[config.mk]
export PLATFORM = sky130hd
export DESIGN_NAME = uart_ring_buffer_engine
export DESIGN_NICKNAME = d
export VERILOG_FILES = /design/src/hw/rtl/urbe_pkg.sv /design/src/hw/rtl/urbe_mod_unit.sv /design/src/hw/rtl/uart_ring_buffer_engine.sv
export SDC_FILE = /design/constraint.sdc
export NUM_CORES = 2
export LEC_CHECK = 0
export BUFFER_PORTS_ARGS = -buffer_cell sky130_fd_sc_hd__buf_2
export CAP_MARGIN = 0
export CELL_PAD_IN_SITES_DETAIL_PLACEMENT = 2
export CELL_PAD_IN_SITES_GLOBAL_PLACEMENT = 2
export CORE_MARGIN = 10
export CORE_UTILIZATION = 46
export DETAILED_ROUTE_END_ITERATION = 12
export PLACE_DENSITY = 0.76
export SLEW_MARGIN = 20
export SYNTH_ARGS = -nofsm -noshare
export SYNTH_HDL_FRONTEND = slang
export SYNTH_SLANG_ARGS = --single-unit
[constraint.sdc]
create_clock -name clk -period 7 [get_ports clk]
set_clock_uncertainty 0.05 [all_clocks]
set_input_delay 2.1 -clock clk [delete_from_list [all_inputs] [get_ports clk]]
set_output_delay 2.1 -clock clk [all_outputs]
set_load 0.05 [all_outputs]
[src/hw/rtl/urbe_pkg.sv]
// Shared constants and types for the serial port ring buffer engine.
`timescale 1ns / 1ps

package urbe_pkg;

  // Default depth of each byte store
  localparam int unsigned DEF_STORE_DEPTH = 256;

  localparam int unsigned BYTE_W     = 8;
  localparam int unsigned KIND_W     = 3;
  localparam int unsigned CFG_INDEX_W = 1;

  // Request kinds
  localparam logic [KIND_W-1:0] KIND_RX_BYTE  = 3'd0;
  localparam logic [KIND_W-1:0] KIND_TX_READY = 3'd1;
  localparam logic [KIND_W-1:0] KIND_SW_WRITE = 3'd2;
  localparam logic [KIND_W-1:0] KIND_SW_POP   = 3'd3;
  localparam logic [KIND_W-1:0] KIND_SW_PEEK  = 3'd4;
  localparam logic [KIND_W-1:0] KIND_START    = 3'd5;

  // Configuration register indexes
  localparam logic [CFG_INDEX_W-1:0] REG_RX_RING_SIZE = 1'd0;
  localparam logic [CFG_INDEX_W-1:0] REG_TX_RING_SIZE = 1'd1;

  localparam logic [BYTE_W-1:0] RING_SIZE_RESET = 8'd128;

  // Result of the shared modulo unit
  typedef struct packed {
    logic              done;
    logic [BYTE_W-1:0] rem;
  } urbe_mod_res_t;

endpackage

[src/hw/rtl/urbe_mod_unit.sv]
// Bit-serial 8-bit modulo unit: one restoring step per cycle.
`timescale 1ns / 1ps

module urbe_mod_unit
  import urbe_pkg::*;
(
  input  logic                clk,
  input  logic                rst,
  input  logic                start,
  input  logic [BYTE_W-1:0]   dividend,
  input  logic [BYTE_W-1:0]   divisor,
  output urbe_mod_res_t       res
);

  localparam int unsigned CNT_W = $clog2(BYTE_W);

  logic                busy;
  logic [CNT_W-1:0]    cnt;
  logic [BYTE_W-1:0]   rem;
  logic [BYTE_W-1:0]   dvd;
  logic [BYTE_W-1:0]   dsr;
  logic                done;
  logic [BYTE_W:0]     trial;
  logic [BYTE_W-1:0]   rem_next;

  // Shift in the next dividend bit, subtract where it fits
  // (a zero divisor leaves the dividend itself as the remainder)
  always_comb begin
    trial = {rem, dvd[BYTE_W-1]};
    if (trial >= {1'b0, dsr}) begin
      rem_next = BYTE_W'(trial - {1'b0, dsr});
    end else begin
      rem_next = trial[BYTE_W-1:0];
    end
  end

  // Sequence the steps
  always_ff @(posedge clk) begin
    if (rst) begin
      busy <= 1'b0;
      done <= 1'b0;
      cnt  <= '0;
    end else begin
      done <= 1'b0;
      if (start) begin
        busy <= 1'b1;
        cnt  <= '0;
      end else if (busy) begin
        cnt <= cnt + 1'b1;
        if (cnt == CNT_W'(BYTE_W - 1)) begin
          busy <= 1'b0;
          done <= 1'b1;
        end
      end
    end
  end

  // Operand and remainder registers
  always_ff @(posedge clk) begin
    if (start) begin
      rem <= '0;
      dvd <= dividend;
      dsr <= divisor;
    end else if (busy) begin
      rem <= rem_next;
      dvd <= {dvd[BYTE_W-2:0], 1'b0};
    end
  end

  assign res = {done, rem};

endmodule

[src/hw/rtl/uart_ring_buffer_engine.sv]
// Top level of the serial port ring buffer engine: sequencer, stores and result register.
//
//  channel  | handshake               | payload
//  ---------+-------------------------+--------------------------------------------------
//  in       | in_valid / in_stall     | kind, byte_value
//  out      | out_valid / out_stall   | read_byte, read_valid, line_byte, line_valid,
//           |                         | rx_count, tx_count, tx_enabled, sent_flag, busy_flag
//  cfg      | cfg_write               | cfg_index, cfg_data
//
// Each transaction passes from acceptance to result through the bit-serial modulo unit
// that maps the pointer to its slot, a step that hands the remainder to the sequencer,
// the store access and the load of the result register. The next item is taken the
// cycle after the load; a result waiting in the output register does not hold up
// acceptance, only the next load. Reset (rst, synchronous) clears pointers and flags;
// the stores need no clearing pass. A stalled result register holds its contents until
// taken.
`timescale 1ns / 1ps

module uart_ring_buffer_engine
  import urbe_pkg::*;
#(
  parameter int unsigned STORE_DEPTH = DEF_STORE_DEPTH
) (
  input  logic                   clk,
  input  logic                   rst,
  // Input channel
  input  logic                   in_valid,
  output logic                   in_stall,
  input  logic [KIND_W-1:0]      kind,
  input  logic [BYTE_W-1:0]      byte_value,
  // Output channel
  output logic                   out_valid,
  input  logic                   out_stall,
  output logic [BYTE_W-1:0]      read_byte,
  output logic                   read_valid,
  output logic [BYTE_W-1:0]      line_byte,
  output logic                   line_valid,
  output logic [BYTE_W-1:0]      rx_count,
  output logic [BYTE_W-1:0]      tx_count,
  output logic                   tx_enabled,
  output logic                   sent_flag,
  output logic                   busy_flag,
  // Configuration
  input  logic                   cfg_write,
  input  logic [CFG_INDEX_W-1:0] cfg_index,
  input  logic [BYTE_W-1:0]      cfg_data
);

  localparam int unsigned AW       = $clog2(STORE_DEPTH);
  localparam int unsigned PTR_VALS = 1 << BYTE_W;

  localparam logic [1:0] S_IDLE = 2'd0;
  localparam logic [1:0] S_DIV  = 2'd1;
  localparam logic [1:0] S_MEM  = 2'd2;
  localparam logic [1:0] S_DATA = 2'd3;

  logic [1:0]          state;
  logic [1:0]          state_next;

  logic [BYTE_W-1:0]   rx_ring_size;
  logic [BYTE_W-1:0]   tx_ring_size;
  logic [BYTE_W-1:0]   rx_head;
  logic [BYTE_W-1:0]   rx_tail;
  logic [BYTE_W-1:0]   tx_head;
  logic [BYTE_W-1:0]   tx_tail;
  logic                send_enable;
  logic                drained;
  logic                in_use;

  logic [KIND_W-1:0]   kind_q;
  logic [BYTE_W-1:0]   byte_q;
  logic                line_hit;
  logic                read_hit;

  logic [BYTE_W-1:0]   rx_mem [STORE_DEPTH];
  logic [BYTE_W-1:0]   tx_mem [STORE_DEPTH];
  logic [BYTE_W-1:0]   rx_rd;
  logic [BYTE_W-1:0]   tx_rd;

  logic [AW-1:0]       slot_table [PTR_VALS];
  logic [AW-1:0]       slot;

  logic                in_take;
  logic                out_free;
  logic [BYTE_W-1:0]   mod_ptr;
  logic [BYTE_W-1:0]   mod_size;
  urbe_mod_res_t       mod_res;
  logic                tx_empty;

  assign in_stall = (state != S_IDLE);
  assign in_take  = in_valid && !in_stall;
  assign out_free = !out_valid || !out_stall;
  assign tx_empty = (tx_head == tx_tail);

  // Fold a ring slot onto the store depth
  for (genvar g = 0; g < PTR_VALS; g++) begin : g_slot
    assign slot_table[g] = AW'(g % STORE_DEPTH);
  end
  assign slot = slot_table[mod_res.rem];

  // Pick the pointer and ring size for the incoming transaction
  always_comb begin
    mod_ptr  = '0;
    mod_size = tx_ring_size;
    case (kind)
      KIND_RX_BYTE: begin
        mod_ptr  = rx_head;
        mod_size = rx_ring_size;
      end
      KIND_SW_POP, KIND_SW_PEEK: begin
        mod_ptr  = rx_tail;
        mod_size = rx_ring_size;
      end
      KIND_TX_READY: mod_ptr = tx_tail;
      KIND_SW_WRITE: mod_ptr = tx_head;
      default:       mod_ptr = '0;
    endcase
  end

  urbe_mod_unit u_mod (
    .clk      (clk),
    .rst      (rst),
    .start    (in_take),
    .dividend (mod_ptr),
    .divisor  (mod_size),
    .res      (mod_res)
  );

  // Advance the sequencer
  always_comb begin
    state_next = state;
    case (state)
      S_IDLE:  if (in_take) state_next = S_DIV;
      S_DIV:   if (mod_res.done) state_next = S_MEM;
      S_MEM:   state_next = S_DATA;
      S_DATA:  if (out_free) state_next = S_IDLE;
      default: state_next = S_IDLE;
    endcase
  end

  always_ff @(posedge clk) begin
    if (rst) begin
      state <= S_IDLE;
    end else begin
      state <= state_next;
    end
  end

  // Hold the accepted transaction
  always_ff @(posedge clk) begin
    if (in_take) begin
      kind_q <= kind;
      byte_q <= byte_value;
    end
  end

  // Configuration registers
  always_ff @(posedge clk) begin
    if (rst) begin
      rx_ring_size <= RING_SIZE_RESET;
      tx_ring_size <= RING_SIZE_RESET;
    end else if (cfg_write) begin
      case (cfg_index)
        REG_RX_RING_SIZE: rx_ring_size <= cfg_data;
        REG_TX_RING_SIZE: tx_ring_size <= cfg_data;
        default:          ;
      endcase
    end
  end

  // Stores: write on push, read both at the slot
  always_ff @(posedge clk) begin
    if (state == S_MEM) begin
      if (kind_q == KIND_RX_BYTE) begin
        rx_mem[slot] <= byte_q;
      end
      if (kind_q == KIND_SW_WRITE) begin
        tx_mem[slot] <= byte_q;
      end
      rx_rd <= rx_mem[slot];
      tx_rd <= tx_mem[slot];
    end
  end

  // Update pointers and send flags
  always_ff @(posedge clk) begin
    if (rst) begin
      rx_head     <= '0;
      rx_tail     <= '0;
      tx_head     <= '0;
      tx_tail     <= '0;
      send_enable <= 1'b0;
      drained     <= 1'b0;
      in_use      <= 1'b0;
      line_hit    <= 1'b0;
      read_hit    <= 1'b0;
    end else if (state == S_MEM) begin
      line_hit <= 1'b0;
      read_hit <= 1'b0;
      case (kind_q)
        KIND_RX_BYTE: rx_head <= rx_head + 1'b1;
        KIND_TX_READY: begin
          if (send_enable) begin
            if (tx_empty) begin
              send_enable <= 1'b0;
              drained     <= 1'b1;
              in_use      <= 1'b0;
            end else begin
              tx_tail  <= tx_tail + 1'b1;
              line_hit <= 1'b1;
            end
          end
        end
        KIND_SW_WRITE: tx_head <= tx_head + 1'b1;
        KIND_SW_POP: begin
          rx_tail  <= rx_tail + 1'b1;
          read_hit <= 1'b1;
        end
        KIND_SW_PEEK: read_hit <= 1'b1;
        KIND_START: begin
          send_enable <= 1'b1;
          drained     <= 1'b0;
          in_use      <= 1'b1;
        end
        default: ;
      endcase
    end
  end

  // Result register
  always_ff @(posedge clk) begin
    if (rst) begin
      out_valid <= 1'b0;
    end else if (state == S_DATA && out_free) begin
      out_valid <= 1'b1;
    end else if (!out_stall) begin
      out_valid <= 1'b0;
    end
  end

  always_ff @(posedge clk) begin
    if (state == S_DATA && out_free) begin
      read_byte  <= read_hit ? rx_rd : '0;
      read_valid <= read_hit;
      line_byte  <= line_hit ? tx_rd : '0;
      line_valid <= line_hit;
      rx_count   <= rx_head - rx_tail;
      tx_count   <= tx_head - tx_tail;
      tx_enabled <= send_enable;
      sent_flag  <= drained;
      busy_flag  <= in_use;
    end
  end

  // Checks
  a_mod_done_in_div: assert property (@(posedge clk) disable iff (rst)
    mod_res.done |-> state == S_DIV)
    else $error("modulo result outside the divide phase");

  a_one_result_kind: assert property (@(posedge clk) disable iff (rst)
    out_valid |-> !(read_valid && line_valid))
    else $error("read and line result in one transaction");

  a_flags_agree: assert property (@(posedge clk) disable iff (rst)
    !(drained && send_enable) && (in_use == send_enable))
    else $error("send flags inconsistent");

  a_no_take_while_busy: assert property (@(posedge clk) disable iff (rst)
    (state == S_DIV) |=> (state == S_DIV || state == S_MEM))
    else $error("sequencer left the divide phase early");

endmodule

==> results of run 1 <==
==> cell families after synthesis <==
kind of cell	synth area share
AOI/OAI and AO/OA	0.0131
muxes	0.170
xor gates and xnor gates	0.00255
DFF	0.769
buffers and inverters	0.0151
adders and majority gates	0.00287
and+or+nand+nor	0.0276
==> cell usage after synthesis (25+ instances only) <==
cell type  number  area (µm²)
a22o_1         28         245
buf_1          34         128
a21oi_1        58         290
o22ai_1        32         200
edfxtp_1     4176      125000
nor2_1        593        2230
buf_4          49         368
a32oi_1        37         324
nor2b_1        25         156
nand2_1       272        1020
dfxtp_1        69        1380
xnor2_1        28         245
ha_1           33         413
nor3_1         31         155
buf_6          41         462
mux4_2       1178       26500
mux2i_1       134        1340
buf_2         130         651
inv_1          48         180
clkbuf_1      184         691
nand3_1        60         300
==> stage by stage <==
stage,cells,instance area [µm²],worst slack [ps]
global placement,12100,171000,2040
floorplan,7522,165000,-643
==> results.md, run 1 <==
Logic synthesis:
- The synthesized cell area is 165000 µm².
- The proportion of synthesized chip area in sequential cells is 0.769.
- The synthesized design contains 4245 register bits.
- The netlist uses a little under 60 different library cells.
- The share of synthesized registers carrying an async set or reset is 0.
- During synthesis, Yosys emitted a total of 0 warnings.
- The cell count after synthesis came out at 7522.
- Yosys mapped a number of flops with a built-in enable equal to 4176.
- The synthesized net count is 7583.
- The synthesized area divided by synthesized cell count is roughly 22 µm².
- The most instantiated flip-flop cell in the synthesis netlist is edfxtp_1.

Placed design:
- The placed wire-length estimate after detailed placement is between 300 and 400 mm.
- The count of input and output buffers is 63.
- Routability-driven placement finished with a final weighted congestion of ~0.82.

Run status:
- The run stopped with a tool error.
- The tool reported: "[ERROR DPL-0033] detailed placement checks failed during check placement".
- The stopping stage is detailed placement.

Floorplan:
- In this run the count of I/O pins placed on the die edge is 64.
- From bottom edge to top edge, the die measures 619 µm.
- The initial utilization of the core area, before any placement, comes to 0.462.
- The overall die width is 619 µm.
- The floorplan row count is 219.
==> run 2, diff against run 1 <==
- CELL_PAD_IN_SITES_DETAIL_PLACEMENT: 2 -> default
- CELL_PAD_IN_SITES_GLOBAL_PLACEMENT: 2 -> default
- CORE_UTILIZATION: 46 -> 40
- PLACE_DENSITY: 0.76 -> default
- PLACE_DENSITY_LB_ADDON: default -> 0.15
- clock period: 7 -> 9.1 ns (I/O delays scaled with it)
==> run 2 against run 1 <==
The flow now finishes without violations. Synthesized cell count unchanged. Area after synthesis unchanged.
==> results.md, run 2 <==
Placed design:
- The placed wire-length estimate after detailed placement is 272 mm (was 376 mm).
- The total instance count after detailed placement is 12800.
- The weighted congestion at the end of routability-driven global placement is 0.796 (was 0.819).
- The count of input and output buffers is 63 (unchanged).
- The pre-CTS setup slack is 4090 ps.
- The area after detailed placement is 172000 µm².

Drt:
- The average wire length per cell after detail routing is between 30 and 40 µm.
- The post-route DRC violation count is 0.
- The total number of vias is 79400.
- The number of DRC violations after detailed-routing iteration 0 is 9773.
- The length of the first detailed-routing pass in iterations is 5.
- The detail route stage leaves a number of antenna-violating nets equal to 0.
- After detailed routing, the total wire length is between 400 and 500 mm.
- The post-detailed-route via-to-cell ratio is between 5 and 6.

Global route:
- The maximum number of pins on one net before global-route repair is 196.
- The number of antenna violations at the first check in global routing is 27.
- The total global-route track usage is 0.206.
- The total congestion overflow is 0.
- The via count of the first global-routing pass was just over 80000.
- The global-route wire length before repair is 647 mm.

Cells and area:
- The fraction of final layout cells sized beyond drive strength 1 is 0.263.
- The number of standard cells in the layout, taps in and fillers out is 13600.
- The share of the core filled with cells in the final layout is 0.453.
- The final layout contains 7821 nets.
- The final design area excluding fillers is ~190000 µm².
- Relative to the synthesized area, the layout overhead comes to 12.8%.
- Leaving out fill and tap cells, the most frequent cell in the layout is edfxtp_1.
- The library cells used most frequently in the layout, excluding fill and tap cells, are edfxtp_1, mux4_2, nor2_1.
- In the final layout, the registers with the most flip-flops are rx_mem: 2048 flops, tx_mem: 2048 flops.
- The multi-input combinational cells in the finished layout cover a total of 35900 µm².
- Across the whole layout, storage elements account for 127000 µm².
- The filler cells instantiated in the layout total 34100.

Logic synthesis:
- The biggest area consumer among synthesized cells is edfxtp_1 (unchanged).
- Most used standard cells in the synthesized netlist: edfxtp_1, mux4_2, nor2_1, nand2_1, clkbuf_1 (unchanged).
- The synthesized net count is 7583 (unchanged).
- The proportion of synthesized chip area in sequential cells is 0.769 (unchanged).
- The number of enable flip-flop cells after synthesis came to 4176 (unchanged).
- The synthesized cell area came to 165000 µm² (unchanged).
- The total of warnings raised by yosys is 0 (unchanged).
- The most instantiated flip-flop cell in the synthesis netlist was edfxtp_1 (unchanged).
- The register bit count reported by yosys is 4245 (unchanged).
- Largest cells by area after synthesis: edfxtp_1, mux4_2, nor2_1 (unchanged).
- The share of the synthesized area in the top cell type came to 0.761 (unchanged).
- The number of distinct standard cells referenced by the synthesized netlist is 58 (unchanged).
- The synthesized area divided by synthesized cell count is 21.9 µm² (unchanged).
- The instance count of the mapped netlist is 7522 (unchanged).
- The share of synthesized registers carrying an async set or reset is 0 (unchanged).
- The library cell with the highest instance count after synthesis was edfxtp_1 (unchanged).

Floorplan:
- The floorplan row count is 235 (was 219).
- The overall die width is 662 µm (was 619 µm).
- The top-level port count came to 64 (unchanged).
- The area enclosed by the die boundary is 438000 µm².
- The area of the core is 410000 µm².
- The floorplan die height is 662 µm (was 619 µm).
- The effective utilization at floorplan is 0.402 (was 0.462).

STA:
- Headroom to the max-slew limit came out at 0.190.
- Adding up every negative setup slack in the final design gives 0 ps.
- The time the worst path needs with I/O delays and setup is roughly 5000 ps.
- Setup repair after global routing left no endpoint under its margin.
- The worst hold slack across all endpoints is roughly 380 ps.
- Setup slack on the critical path of the routed design comes to 4110 ps.
- The timing-limited maximum frequency is 200 MHz.
- The count of pins over their slew limit came to 0.
- At the pin with the least slew margin, the transition time is 1210 ps.
- The count of final hold-check violations is 0.
- The setup-violating endpoint count in the final report is 0.
- The ratio of final minimum period to clock period is 0.548.

Power:
- The maximum ir drop on the vdd rail is 0.214 mV.
- The leakage power is 56.2 nW.
- The power after layout is roughly 55 mW.
- Of the total power, the clock network draws 0.325.
- The total internal power is slightly below 40 mW.
- The part of the total power dissipated in sequential elements is 0.416.
- Of the total power, the share spent switching nets is 0.304.
- In this run the power spent charging and discharging nets is around 17 mW.
- The combinational power share is 0.259.
- In this run the power density over the cells is 297 nW/µm².

Clock tree:
- TritonCTS built the clock tree.
- The H-tree level count is 5.
- The cell chosen for the clock root is clkbuf_16.
- The clock latency on the worst-skew pair is 1030 ps.
- The post-cts sizing count is 0.
- Buffers inserted during clock tree synthesis total 440.
- Clock-pin slew was measured on the worst setup and hold paths at about 60 ps.
- The number of hold-repair buffers added at the cts stage is 0.
- The clock sink count is 4245.
- The buffer count from post-CTS setup fixing is 0.
- Counting along the longest clock path gives a buffer depth of 4.

Critical path:
- The worst path required time is 9800 ps.
- The critical path is of the reg -> reg type.
- At the worst endpoint, the arrival time is 5690 ps.
- STA classifies the critical path startpoint as a flip-flop.
- STA classifies the critical path endpoint as a flip-flop.
- The maximum fanout along the worst path is 88.

Run:
- The tool flagged a number of max-cap violations equal to 0.

Run status:
- Outcome: completed (was stopped before the end).

Worst hold path:
- The worst hold path belongs to the class reg -> reg.
[run 2: cell counts after synthesis]
Identical to the previous run, type by type.
[run 2: power by group through the flow]
stage	Sequential [mW]	Clock (mW)	Combinational, mW
detailed placement	23.4	0	14.5
finish	23.0	18.0	14.3
CTS	23.0	18.3	14.5
floorplan	24.4	0	8.36
global placement	23.4	0	14.4
global route	23.0	19.0	15.0
[run 2: cells by family after synthesis]
group | share of synthesized area
flops | 0.769
mux | 0.170
simple gates | 0.0276
buf+inv | 0.0151
compound gates | 0.0131
xor+xnor | 0.00255
fa+ha+maj | 0.00287
[run 2: layout make-up]
class,instances,share of cell area
multi-input combinational,2790,0.193
clock inverter,301,0.0152
antenna,4,0.0000538
inverter,49,0.00103
sequential,4245,0.682
tap,5451,0.0367
timing repair buffer,234,0.0107
clock buffer,517,0.0614
[run 2: worst paths after layout]
check / startpoint / endpoint / slack [ps] / cells after the start
worst min register to register: drained / sent_flag / 380 / 0
worst min-delay path: drained / sent_flag / 380 / 0
worst max register to register: u_mod.rem[0] / tx_rd[0] / 4110 / 8
worst max-delay path: u_mod.rem[0] / tx_rd[0] / 4110 / 8
[run 2: layer usage]
metal / part of all wire / track usage / routed length [µm]
met5: 0.00016 / 0 / 75
met4: 0.028 / 0.0535 / 13000
met3: 0.075 / 0.0357 / 34700
met2: 0.47 / 0.324 / 216000
met1: 0.43 / 0.301 / 196000
[run 2: worst max-delay path, stage by stage, from the launching register on]
cell	delay (ps)
dfxtp_4	810
buf_4	440
buf_12	550
mux4_2	600
mux2i_1	400
o22ai_1	130
nor4_1	940
nand3_1	180
a211o_1	330
Note: power is estimated with default switching activity, not from simulation.
